`src/rtl/ilt_pkg.sv`:
```
// Types, codes and default sizes of the indentation level tracker.
package ilt_pkg;

  localparam int DEF_MAX_LEVELS    = 64;
  localparam int DEF_TAB_WIDTH     = 8;
  localparam int DEF_ALT_TAB_WIDTH = 1;
  localparam int DEF_COL_BITS      = 16;

  localparam int CP_W    = 21;
  localparam int COUNT_W = 7;
  localparam int DEPTH_W = 6;

  localparam logic [CP_W-1:0] CP_SPACE   = 21'h00020;
  localparam logic [CP_W-1:0] CP_TAB     = 21'h00009;
  localparam logic [CP_W-1:0] CP_NEWLINE = 21'h0000A;

  typedef enum logic [1:0] {
    KIND_SAME   = 2'd0,
    KIND_INDENT = 2'd1,
    KIND_DEDENT = 2'd2
  } kind_t;

  typedef enum logic [2:0] {
    STAT_OK             = 3'd0,
    STAT_ALT_SAME       = 3'd1,
    STAT_TOO_DEEP       = 3'd2,
    STAT_ALT_NOT_DEEPER = 3'd3,
    STAT_NO_MATCH       = 3'd4,
    STAT_ALT_DEDENT     = 3'd5,
    STAT_READ_ERROR     = 3'd6
  } status_t;

  typedef enum logic {
    ST_ACCEPT = 1'b0,
    ST_POP    = 1'b1
  } state_t;

endpackage

```
`src/rtl/ilt_ram.sv`:
```
// Generic single-port-write, single-port-read RAM with registered read data.
module ilt_ram #(
  parameter int WIDTH = 32,
  parameter int DEPTH = 64
) (
  input  logic                     clk,
  input  logic                     we,
  input  logic [$clog2(DEPTH)-1:0] waddr,
  input  logic [WIDTH-1:0]         wdata,
  input  logic                     re,
  input  logic [$clog2(DEPTH)-1:0] raddr,
  output logic [WIDTH-1:0]         rdata
);

  logic [WIDTH-1:0] mem [DEPTH];
  logic [WIDTH-1:0] rdata_r;

  always_ff @(posedge clk) begin
    if (we) begin
      mem[waddr] <= wdata;
    end
    if (re) begin
      rdata_r <= mem[raddr];
    end
  end

  assign rdata = rdata_r;

endmodule

```
`src/rtl/indent_level_tracker_core.sv`:
```
// Top level of the indentation level tracker: line measure, level stack and result register.
//
//  channel | direction | transaction
//  --------+-----------+-------------------------------------------------------
//  in_     | input     | one grapheme: code point in tdata, flags in tuser
//  out_    | output    | one result per line: kind in tuser, count/status/depth
//
// Cycles: one grapheme per cycle while measuring or skipping and the result
// register is free or being taken. A line that closes levels holds off input
// during the pop walk over the registered-read level stack memory (one stack entry read a cycle).
// Reset: rst_n is synchronous; stack entry zero is held as column 0 by logic,
// so there is no clearing pass. Stalls: in_tready drops while the result
// register is full and not being taken, and during the level pop walk.
module indent_level_tracker_core #(
  parameter int MAX_LEVELS    = ilt_pkg::DEF_MAX_LEVELS,
  parameter int TAB_WIDTH     = ilt_pkg::DEF_TAB_WIDTH,
  parameter int ALT_TAB_WIDTH = ilt_pkg::DEF_ALT_TAB_WIDTH,
  parameter int COL_BITS      = ilt_pkg::DEF_COL_BITS
) (
  input  logic        clk,
  input  logic        rst_n,
  // in_tdata: [20:0] code_point, [23:21] zero
  input  logic [23:0] in_tdata,
  // in_tuser: [0] multi_point, [1] read_error
  input  logic [1:0]  in_tuser,
  input  logic        in_tvalid,
  output logic        in_tready,
  // out_tdata: [6:0] change_count, [9:7] status, [15:10] depth_after
  output logic [15:0] out_tdata,
  // out_tuser: [1:0] change_kind
  output logic [1:0]  out_tuser,
  output logic        out_tvalid,
  input  logic        out_tready
);

  localparam int AW   = $clog2(MAX_LEVELS);
  localparam int CMW  = (TAB_WIDTH > 1) ? $clog2(TAB_WIDTH) : 1;
  localparam int AMW  = (ALT_TAB_WIDTH > 1) ? $clog2(ALT_TAB_WIDTH) : 1;
  localparam int TSW  = $clog2(TAB_WIDTH + 1);
  localparam int ATSW = $clog2(ALT_TAB_WIDTH + 1);
  localparam logic [COL_BITS-1:0] COL_MAX = '1;
  localparam logic [AW-1:0] TOP_LEVEL = AW'(MAX_LEVELS - 1);

  // Input fields
  logic [ilt_pkg::CP_W-1:0] code_point;
  logic multi_point, read_error;
  logic is_space, is_tab, is_newline, in_acc;

  assign code_point  = in_tdata[ilt_pkg::CP_W-1:0];
  assign multi_point = in_tuser[0];
  assign read_error  = in_tuser[1];
  assign is_space    = !multi_point && (code_point == ilt_pkg::CP_SPACE);
  assign is_tab      = !multi_point && (code_point == ilt_pkg::CP_TAB);
  assign is_newline  = !multi_point && (code_point == ilt_pkg::CP_NEWLINE);

  // State
  ilt_pkg::state_t state_r, state_nxt;
  logic                col_r, col_dummy_unused;
  logic [COL_BITS-1:0] column_r, column_nxt;
  logic [COL_BITS-1:0] alt_col_r, alt_col_nxt;
  logic [CMW-1:0]      cmod_r, cmod_nxt;     // column mod TAB_WIDTH
  logic [AMW-1:0]      amod_r, amod_nxt;     // alt column mod ALT_TAB_WIDTH
  logic                skip_r, skip_nxt;
  logic [AW-1:0]       level_r, level_nxt;
  logic [COL_BITS-1:0] top_col_r, top_col_nxt;  // mirror of stack[level]
  logic [COL_BITS-1:0] top_alt_r, top_alt_nxt;
  logic [AW-1:0]       lv_r, lv_nxt;            // entry under test in the pop walk
  logic                rd_zero_r, rd_zero_nxt;  // read targets entry zero

  // Result register
  logic                 out_valid_r, out_valid_nxt;
  ilt_pkg::kind_t       out_kind_r, out_kind_nxt;
  logic [ilt_pkg::COUNT_W-1:0] out_count_r, out_count_nxt;
  ilt_pkg::status_t     out_status_r, out_status_nxt;
  logic [ilt_pkg::DEPTH_W-1:0] out_depth_r, out_depth_nxt;

  // Stack memory: {alt column, column} per level
  logic                  ram_we, ram_re;
  logic [AW-1:0]         ram_waddr, ram_raddr;
  logic [2*COL_BITS-1:0] ram_wdata, ram_rdata;
  logic [COL_BITS-1:0]   rd_col, rd_alt;

  ilt_ram #(
    .WIDTH (2 * COL_BITS),
    .DEPTH (MAX_LEVELS)
  ) u_stack (
    .clk   (clk),
    .we    (ram_we),
    .waddr (ram_waddr),
    .wdata (ram_wdata),
    .re    (ram_re),
    .raddr (ram_raddr),
    .rdata (ram_rdata)
  );

  // Entry zero is never written; it always reads as column 0.
  assign rd_col = rd_zero_r ? '0 : ram_rdata[COL_BITS-1:0];
  assign rd_alt = rd_zero_r ? '0 : ram_rdata[2*COL_BITS-1:COL_BITS];

  // Measure arithmetic: a tab adds the distance to the next stop, kept
  // incrementally through the mod counters. Past saturation the mod value
  // no longer matters since any step overflows to COL_MAX again.
  logic [COL_BITS-1:0] col_space, alt_space, col_tab, alt_tab;
  logic [COL_BITS:0]   col_tab_sum, alt_tab_sum;
  logic [CMW-1:0]      cmod_space;
  logic [AMW-1:0]      amod_space;

  always_comb begin
    col_space   = (column_r == COL_MAX) ? column_r : column_r + 1'b1;
    alt_space   = (alt_col_r == COL_MAX) ? alt_col_r : alt_col_r + 1'b1;
    col_tab_sum = {1'b0, column_r}
                + (COL_BITS+1)'(TSW'(TAB_WIDTH) - TSW'(cmod_r));
    alt_tab_sum = {1'b0, alt_col_r}
                + (COL_BITS+1)'(ATSW'(ALT_TAB_WIDTH) - ATSW'(amod_r));
    col_tab     = col_tab_sum[COL_BITS] ? COL_MAX : col_tab_sum[COL_BITS-1:0];
    alt_tab     = alt_tab_sum[COL_BITS] ? COL_MAX : alt_tab_sum[COL_BITS-1:0];
    cmod_space  = (cmod_r == CMW'(TAB_WIDTH - 1)) ? '0 : cmod_r + 1'b1;
    amod_space  = (amod_r == AMW'(ALT_TAB_WIDTH - 1)) ? '0 : amod_r + 1'b1;
  end

  assign in_tready = (state_r == ilt_pkg::ST_ACCEPT) && (!out_valid_r || out_tready);
  assign in_acc    = in_tvalid && in_tready;

  // Next state, stack access and result
  always_comb begin
    state_nxt      = state_r;
    column_nxt     = column_r;
    alt_col_nxt    = alt_col_r;
    cmod_nxt       = cmod_r;
    amod_nxt       = amod_r;
    skip_nxt       = skip_r;
    level_nxt      = level_r;
    top_col_nxt    = top_col_r;
    top_alt_nxt    = top_alt_r;
    lv_nxt         = lv_r;
    rd_zero_nxt    = rd_zero_r;
    out_valid_nxt  = out_valid_r && !out_tready;
    out_kind_nxt   = out_kind_r;
    out_count_nxt  = out_count_r;
    out_status_nxt = out_status_r;
    out_depth_nxt  = out_depth_r;
    ram_we         = 1'b0;
    ram_waddr      = level_r + 1'b1;
    ram_wdata      = {alt_col_r, column_r};
    ram_re         = 1'b0;
    ram_raddr      = level_r - 1'b1;

    case (state_r)
      ilt_pkg::ST_ACCEPT: begin
        if (in_acc) begin
          if (read_error) begin
            // decoder error or end of input: report and start a fresh line
            column_nxt     = '0;
            alt_col_nxt    = '0;
            cmod_nxt       = '0;
            amod_nxt       = '0;
            skip_nxt       = 1'b0;
            out_valid_nxt  = 1'b1;
            out_kind_nxt   = ilt_pkg::KIND_SAME;
            out_count_nxt  = '0;
            out_status_nxt = ilt_pkg::STAT_READ_ERROR;
            out_depth_nxt  = ilt_pkg::DEPTH_W'(level_r);
          end else if (skip_r) begin
            if (is_newline) begin
              skip_nxt = 1'b0;
            end
          end else if (is_space) begin
            column_nxt  = col_space;
            alt_col_nxt = alt_space;
            cmod_nxt    = cmod_space;
            amod_nxt    = amod_space;
          end else if (is_tab) begin
            column_nxt  = col_tab;
            alt_col_nxt = alt_tab;
            cmod_nxt    = '0;
            amod_nxt    = '0;
          end else begin
            // measure ends: compare against the top of the stack
            skip_nxt       = !is_newline;
            out_kind_nxt   = ilt_pkg::KIND_SAME;
            out_count_nxt  = '0;
            out_status_nxt = ilt_pkg::STAT_OK;
            out_depth_nxt  = ilt_pkg::DEPTH_W'(level_r);
            if (column_r == top_col_r) begin
              out_valid_nxt  = 1'b1;
              out_status_nxt = (alt_col_r != top_alt_r) ? ilt_pkg::STAT_ALT_SAME
                                                        : ilt_pkg::STAT_OK;
            end else if (column_r > top_col_r) begin
              out_valid_nxt = 1'b1;
              if (level_r == TOP_LEVEL) begin
                out_status_nxt = ilt_pkg::STAT_TOO_DEEP;
              end else if (alt_col_r <= top_alt_r) begin
                out_status_nxt = ilt_pkg::STAT_ALT_NOT_DEEPER;
              end else begin
                ram_we        = 1'b1;
                level_nxt     = level_r + 1'b1;
                top_col_nxt   = column_r;
                top_alt_nxt   = alt_col_r;
                out_kind_nxt  = ilt_pkg::KIND_INDENT;
                out_count_nxt = ilt_pkg::COUNT_W'(1);
                out_depth_nxt = ilt_pkg::DEPTH_W'(level_r + 1'b1);
              end
            end else begin
              // shallower: level_r is nonzero here since entry zero is column 0
              ram_re      = 1'b1;
              lv_nxt      = level_r - 1'b1;
              rd_zero_nxt = (level_r == AW'(1));
              state_nxt   = ilt_pkg::ST_POP;
            end
            if (state_nxt == ilt_pkg::ST_ACCEPT) begin
              column_nxt  = '0;
              alt_col_nxt = '0;
              cmod_nxt    = '0;
              amod_nxt    = '0;
            end
          end
        end
      end

      ilt_pkg::ST_POP: begin
        // lv_r has been popped to; its entry is on the read port
        if (!rd_zero_r && (column_r < rd_col)) begin
          ram_re      = 1'b1;
          ram_raddr   = lv_r - 1'b1;
          lv_nxt      = lv_r - 1'b1;
          rd_zero_nxt = (lv_r == AW'(1));
        end else begin
          level_nxt     = lv_r;
          top_col_nxt   = rd_col;
          top_alt_nxt   = rd_alt;
          out_valid_nxt = 1'b1;
          out_kind_nxt  = ilt_pkg::KIND_DEDENT;
          out_count_nxt = ilt_pkg::COUNT_W'(level_r - lv_r);
          out_depth_nxt = ilt_pkg::DEPTH_W'(lv_r);
          if (column_r != rd_col) begin
            out_status_nxt = ilt_pkg::STAT_NO_MATCH;
          end else if (alt_col_r != rd_alt) begin
            out_status_nxt = ilt_pkg::STAT_ALT_DEDENT;
          end else begin
            out_status_nxt = ilt_pkg::STAT_OK;
          end
          column_nxt  = '0;
          alt_col_nxt = '0;
          cmod_nxt    = '0;
          amod_nxt    = '0;
          state_nxt   = ilt_pkg::ST_ACCEPT;
        end
      end

      default: begin
        state_nxt = ilt_pkg::ST_ACCEPT;
      end
    endcase
  end

  always_ff @(posedge clk) begin
    if (!rst_n) begin
      state_r     <= ilt_pkg::ST_ACCEPT;
      column_r    <= '0;
      alt_col_r   <= '0;
      cmod_r      <= '0;
      amod_r      <= '0;
      skip_r      <= 1'b0;
      level_r     <= '0;
      top_col_r   <= '0;
      top_alt_r   <= '0;
      lv_r        <= '0;
      rd_zero_r   <= 1'b1;
      out_valid_r <= 1'b0;
    end else begin
      state_r     <= state_nxt;
      column_r    <= column_nxt;
      alt_col_r   <= alt_col_nxt;
      cmod_r      <= cmod_nxt;
      amod_r      <= amod_nxt;
      skip_r      <= skip_nxt;
      level_r     <= level_nxt;
      top_col_r   <= top_col_nxt;
      top_alt_r   <= top_alt_nxt;
      lv_r        <= lv_nxt;
      rd_zero_r   <= rd_zero_nxt;
      out_valid_r <= out_valid_nxt;
    end
  end

  // result payload, no reset needed
  always_ff @(posedge clk) begin
    out_kind_r   <= out_kind_nxt;
    out_count_r  <= out_count_nxt;
    out_status_r <= out_status_nxt;
    out_depth_r  <= out_depth_nxt;
  end

  assign out_tvalid = out_valid_r;
  assign out_tuser  = out_kind_r;
  assign out_tdata  = {out_depth_r, out_status_r, out_count_r};

endmodule

```
`config.mk`:
```
export PLATFORM = sky130hd
export DESIGN_NAME = indent_level_tracker_core
export DESIGN_NICKNAME = d
export VERILOG_FILES = /design/src/rtl/ilt_pkg.sv /design/src/rtl/ilt_ram.sv /design/src/rtl/indent_level_tracker_core.sv
export SDC_FILE = /design/constraint.sdc
export NUM_CORES = 2
export LEC_CHECK = 0
export BUFFER_PORTS_ARGS = -buffer_cell sky130_fd_sc_hd__buf_4
export CELL_PAD_IN_SITES_DETAIL_PLACEMENT = 1
export CELL_PAD_IN_SITES_GLOBAL_PLACEMENT = 2
export CORE_UTILIZATION = 48
export CTS_CLUSTER_DIAMETER = 80
export DETAILED_ROUTE_END_ITERATION = 6
export GPL_ROUTABILITY_DRIVEN = 0
export PLACE_DENSITY = 0.75
export REMOVE_ABC_BUFFERS = 1
export SLEW_MARGIN = 20
export SYNTH_ARGS = -nofsm -noshare
export SYNTH_HDL_FRONTEND = slang
export SYNTH_SLANG_ARGS = --single-unit
```
`constraint.sdc`:
```
create_clock -name clk -period 6.9 [get_ports clk]
set_input_delay 0.345 -clock clk [delete_from_list [all_inputs] [get_ports clk]]
set_output_delay 0.345 -clock clk [all_outputs]
set_load 0.005 [all_outputs]
```
### Yosys cells after proc, flatten, opt, wreduce, memory -nomap -nowiden

Memories as Yosys holds them, arrays and structs flattened. A register that Yosys moved wholly into a read port is not among the register bits.
Cells that the tools add are included.
Widths: inputs -> output; s select.

* add/sub/neg operators: 12
* magnitude comparators: 3
* equality and inequality tests: 31
* muxes and demuxes: 177
* bitwise operators: 1
* reductions and logical operators: 21

Operators by type and width (count)
* $mux 16: 38
* $mux 6: 22
* $pmux 16 s2: 4
* $mux 1: 69
* $mux 3: 16
* $ne 16x16->1: 3
* $eq 21x4->1 const B: 2
* $mux 7: 6
* $pmux 6 s2: 3
* $add 16x17->17: 2
* $add 16x1->16 const B: 2
* $eq 16x16->1 const B: 2
* $eq 21x6->1 const B: 1
* $mux 2: 10
* $ne 2x2->1 const B: 10
* $eq 16x16->1: 1
* $gt 16x16->1: 1
* $le 16x16->1: 1
* $lt 16x16->1: 1
* $reduce_and 5->1: 3
* $pmux 7 s2: 1
* $eq 6x1->1 const B: 2
* $pmux 3 s2: 2
* $sub 6x1->6 const B: 2
* other kinds (23): 41

* register bits after elaboration: 102
* bits in writable memories: 2048
* input port bits: 30
* output and inout port bits: 20
* logic and storage cells: 262
* memories: 1

Memory list
* u_stack.mem: words 64, width 32, rd ports 1, clocked after memory_dff 1, wr ports 1, RTL line ilt_ram.sv:15 `logic [WIDTH-1:0] mem [DEPTH];`

### Longest topological paths before layout

* depth in word-level cells: 16
* gate-level depth with buffers: 19
* gate-level depth less buffers: 14

### Cells and area by module

A second synthesis with hierarchy kept.

* cells, all modules: 4498
* area, all modules: 87375.0 um^2

By module, submodules not included
* ilt_ram: instances 1, cells each 3511, area each 79359.9 um^2, seq. area each 62459.9 um^2
* indent_level_tracker_core: instances 1, cells each 987, area each 8015.2 um^2, seq. area each 2202.1 um^2

### Least setup slack after synthesis

OpenSTA, ideal clock, no wires.

* path kind: reg-to-reg
* start point: reg column_r[0]
* end point: mem u_stack.mem[10][0] (enable)
* setup time: 421 ps
* data arrival time: 4725 ps
* data required time: 6479 ps
* slack: 1753 ps
* stages on the path, launching flop included: 13
* path buffers: 0
* clock period less this slack: 5147 ps
* path through: dfxtp_1 > inv_1 > ha_1 > nor2b_1 > o21a_1 > o21a_1 > o21ai_0 > a21o_1 > a21oi_1 > nand2b_1 > nor3_2 > nand4_1 > nor2_1

* longest elaborated chain between the ends: 11
* elaborated cells on any way between the ends: 12
* classes of those cells: order compare: 1; eq/ne: 1; mux: 10

RTL lines
* start: declaration: RTL line indent_level_tracker_core.sv:59 `logic [COL_BITS-1:0] column_r, column_nxt;`
* start signal: assignment: RTL line indent_level_tracker_core.sv:272 `column_r <= column_nxt;`
* $gt 16x16->1: RTL line indent_level_tracker_core.sv:188 `end else if (column_r > top_col_r) begin`
* $mux 1: RTL line indent_level_tracker_core.sv:188
* $mux 1 (*): RTL line indent_level_tracker_core.sv:184 `if (column_r == top_col_r) begin`
* $mux 1 (*): RTL line indent_level_tracker_core.sv:172 `end else if (is_tab) begin`
* $mux 1 (*): RTL line indent_level_tracker_core.sv:167 `end else if (is_space) begin`
* $mux 1 (*): RTL line indent_level_tracker_core.sv:163 `end else if (skip_r) begin`
* $mux 1 (*): RTL line indent_level_tracker_core.sv:151 `if (read_error) begin`
* $mux 1 (*): RTL line indent_level_tracker_core.sv:150 `if (in_acc) begin`
* $mux 1 (*): RTL line indent_level_tracker_core.sv:148 `case (state_r)`
* $mux 1 (*): RTL line ilt_ram.sv:19 `if (we) begin`
* $mux 1 (implied by the code) (*): RTL line ilt_ram.sv:20 `mem[waddr] <= wdata;`
* end: declaration: RTL line ilt_ram.sv:15

Every way passes the cells marked *; elsewhere a longest branch is shown, timed or not.

### Worst setup path after layout

* start point: reg rd_zero_r
* end point: reg u_stack.rdata_r[19] (netlist: u_stack.rdata[19]), read port of u_stack.mem, data pin

* longest elaborated chain between the ends: 5
* elaborated cells on any way between the ends: 8
* classes of those cells: order compare: 1; mux: 5; reduce/logical: 2

RTL lines
* start: declaration: RTL line indent_level_tracker_core.sv:68 `logic rd_zero_r, rd_zero_nxt;`
* start signal: assignment: RTL line indent_level_tracker_core.sv:281 `rd_zero_r <= rd_zero_nxt;`
* $mux 16: RTL line indent_level_tracker_core.sv:97 `assign rd_col = rd_zero_r ? '0 : ram_rdata[COL_BITS-1:0];`
* $lt 16x16->1: RTL line indent_level_tracker_core.sv:222 `if (!rd_zero_r && (column_r < rd_col)) begin`
* $logic_and 1x1->1 (*): RTL line indent_level_tracker_core.sv:222
* $mux 1 / $mux 6 (equally long branches): RTL line indent_level_tracker_core.sv:222
* $pmux 1 s2 / $mux 6 (equally long branches): RTL line indent_level_tracker_core.sv:148
* end: declaration: RTL line ilt_ram.sv:16 `logic [WIDTH-1:0] rdata_r;`

Marks and branches as above.
A chain may end at the register's enable or synchronous reset.

==> qor.csv <==
metric,value,unit
finalHoldViolations,0,
die_y,427,µm
layout_setup_ws,768,ps
fin_skew,38.9,ps
ant_nets,0,
num-nets-final,5485,
fin_crit_sh,88.9,%
synth_ff_type,edfxtp_1,
placed_cell_area,0.0920,mm²
htree_levels,4,
finalNonFillerCells,7924,
crit_arrival,6690,ps
drtIter0Drc,5073,
yosysTopAreaCell,edfxtp_1,
yosys_warnings,0,
place_hpwl,146000,µm
track_usage,28.5,%
final_cell_area,0.0990,mm²
cts_resized,0,
grt_pass1_vias,50705,
cts_num_sinks,2181,
avgSynthCellArea,17.0,µm²
synth_area_leaders,"edfxtp_1 73%, mux2i_1 12%, o22ai_1 3.7%",
postSynth.asyncResetShare,0,%
rsz0062_at_grt,no,
grt_pass1_wl,369000,µm
die_w,427,µm
cts_setup_buffers,0,
routed_wl,262000,µm
hold_buffers,5,
synth_edf_count,2098,
setup_viol,0,
cts-root-buf,clkbuf_16,
synth-compound-area-share,7.25,%
start_kind,register,
gr-total-overflow,0,
crit_required,7460,ps
cap_violations,0,
synth-simple-area-share,2.73,%
cts_buffer_depth,3,
endpoint_kind,register,
fillers,16130,
fin_crit,6130,ps
tightest_slew,1140,ps
clk_pin_slew,60,ps
rows,155,
synth_top_family_by_area,multiplexers,
cp_max_fo,64,
wire_per_inst,33.0,µm
cts_tree,yes,
status,completed,
clk_latency,880,ps
num_vias,49875,
multi_input_area,0.0211,mm²
synthAdderAreaFrac,1.03,%
p_leak,40.3,nW
timing.fmax,163,MHz
seq_area,0.0647,mm²
vias_per_cell,6.29,
hp-class,primary input to register,
antenna_found_initial,8,
synth-seq-cells,2181,
synthCells,5114,
setup_tns,0,ps
hold_slack,125,ps
synth_mux_area_share,12.1,%
postLayoutCoreUtil,55.3,%
coreArea,0.179,mm²
power,26.0,mW
io-pin-count,50,
initial_core_util,48.5,%
port-buffer-count,46,
dp_slack,968,ps
drc,0,
dp_cells,7513,
seq_area_frac_synth,74.6,%
synth_xor_area_share,0.414,%
syn_area,0.0867,mm²
slew_headroom,22.8,%
critPathKind,register to register,
grt_max_degree,99,
cts_inserted_buffers,220,
dieArea,0.182,mm²
netlist.area_leader.share,72.6,%
ir_worst_vdd,0.000231,V
synth_cell_type_count,65,
layout-drive-gt1-share,14.9,%
drtPass1Iterations,6,
p_per_area,262,mW/mm²
drv_slew,0,
areaGrowthSynthToFinish,14.2,%
-- final timing paths --
path / start / end / slack [ps] / cells past startpoint
worst max-delay path: rd_zero_r / u_stack.rdata[19] / 770 / 17
worst min-delay path: in_tdata[0] / column_r[1] / 130 / 7
worst max register to register: rd_zero_r / u_stack.rdata[19] / 770 / 17
worst min register to register: cmod_r[2] / cmod_r[2] / 530 / 2
-- Yosys cell counts, drive strengths merged, types with 7 or more instances --
master	count
edfxtp	2098
mux2i	1046
o22ai	519
buf	179
nor2	148
clkbuf	134
o41ai	129
nand2	115
dfxtp	83
a21oi	82
ha	68
nand4	61
inv	52
o21ai	39
o221a	39
xnor2	34
nor3	33
nand3	30
nor2b	27
a31oi	25
nand2b	24
o211ai	23
and3	14
a21o	12
nor4	10
or3	10
o21a	8
a41oi	7
xor2	7
-- state kept, by name (all words and copies together) (netlist names) --
signal         count
out_tvalid         1
out_depth_r        6
out_tuser          2
top_alt_r         16
out_count_r        7
u_stack.rdata     32
u_stack.mem     2048
rd_zero_r          1
skip_r             1
out_status_r       3
cmod_r             3
column_r          16
lv_r               6
top_col_r         16
level_r            6
state_r            1
alt_col_r         16
-- cell usage in the layout (no fill, tap or decap), drive strengths merged, types with 30 or more instances in the layout --
master / count
o221a: 39
mux2i: 1046
o22ai: 519
nand4: 61
inv: 58
dfxtp: 83
o21ai: 39
nor3: 33
edfxtp: 2098
xnor2: 34
buf: 357
a21oi: 82
ha: 68
nor2: 148
nand3: 30
o41ai: 129
nand2: 115
clkinv: 101
clkbuf: 275
-- power breakdown --
group / total (mW) / internal (mW) / switching, mW
sequential: 14.3 / 14.3 / 0.00239
clock: 11.6 / 6.59 / 5.01
combinational: 0.0850 / 0.0327 / 0.0523
-- worst max-delay path: stages, from the launching register on --
cell	delay, ps
dfxtp_1	820
nand2b_1	240
ha_1	260
nand4_1	140
or3_1	220
nor2_1	70
a22oi_1	250
and3_1	210
buf_4	310
mux2i_4	730
buf_12	250
buf_12	400
buf_4	490
mux2i_1	280
o22ai_1	130
o41ai_1	550
buf_4	260
nand4_1	100
-- cells by family (layout without fill, tap and decap cells) --
| group | after synthesis | in the layout |
|---|---|---|
| xor gates and xnor gates | 41 | 41 |
| other | 0 | 2 |
| buffers and inverters | 365 | 818 |
| muxes | 1046 | 1046 |
| DFF | 2181 | 2181 |
| AOI/OAI and AO/OA | 919 | 919 |
| and+or+nand+nor | 492 | 492 |
| adders and majority gates | 70 | 70 |
-- layout make-up --
class                   instances  share of cell area, %
inverters                      52                  0.197
well taps                    2355                   2.98
multi-input cells            2568                   21.3
repair buffers                362                   3.16
diodes                          2                0.00506
clock inverters               129                   1.05
flip-flops and latches       2181                   65.4
clock buffers                 275                   5.94
-- metal layers --
metal	global-route usage (%)	wire length, µm	vias up
met2	46.6	125000	1667
met4	8.73	7620	6
met5	0	34	-
met3	3.94	16100	364
li1	-	-	21240
met1	39.8	113000	26598
Power figures use the tool's default switching activity.
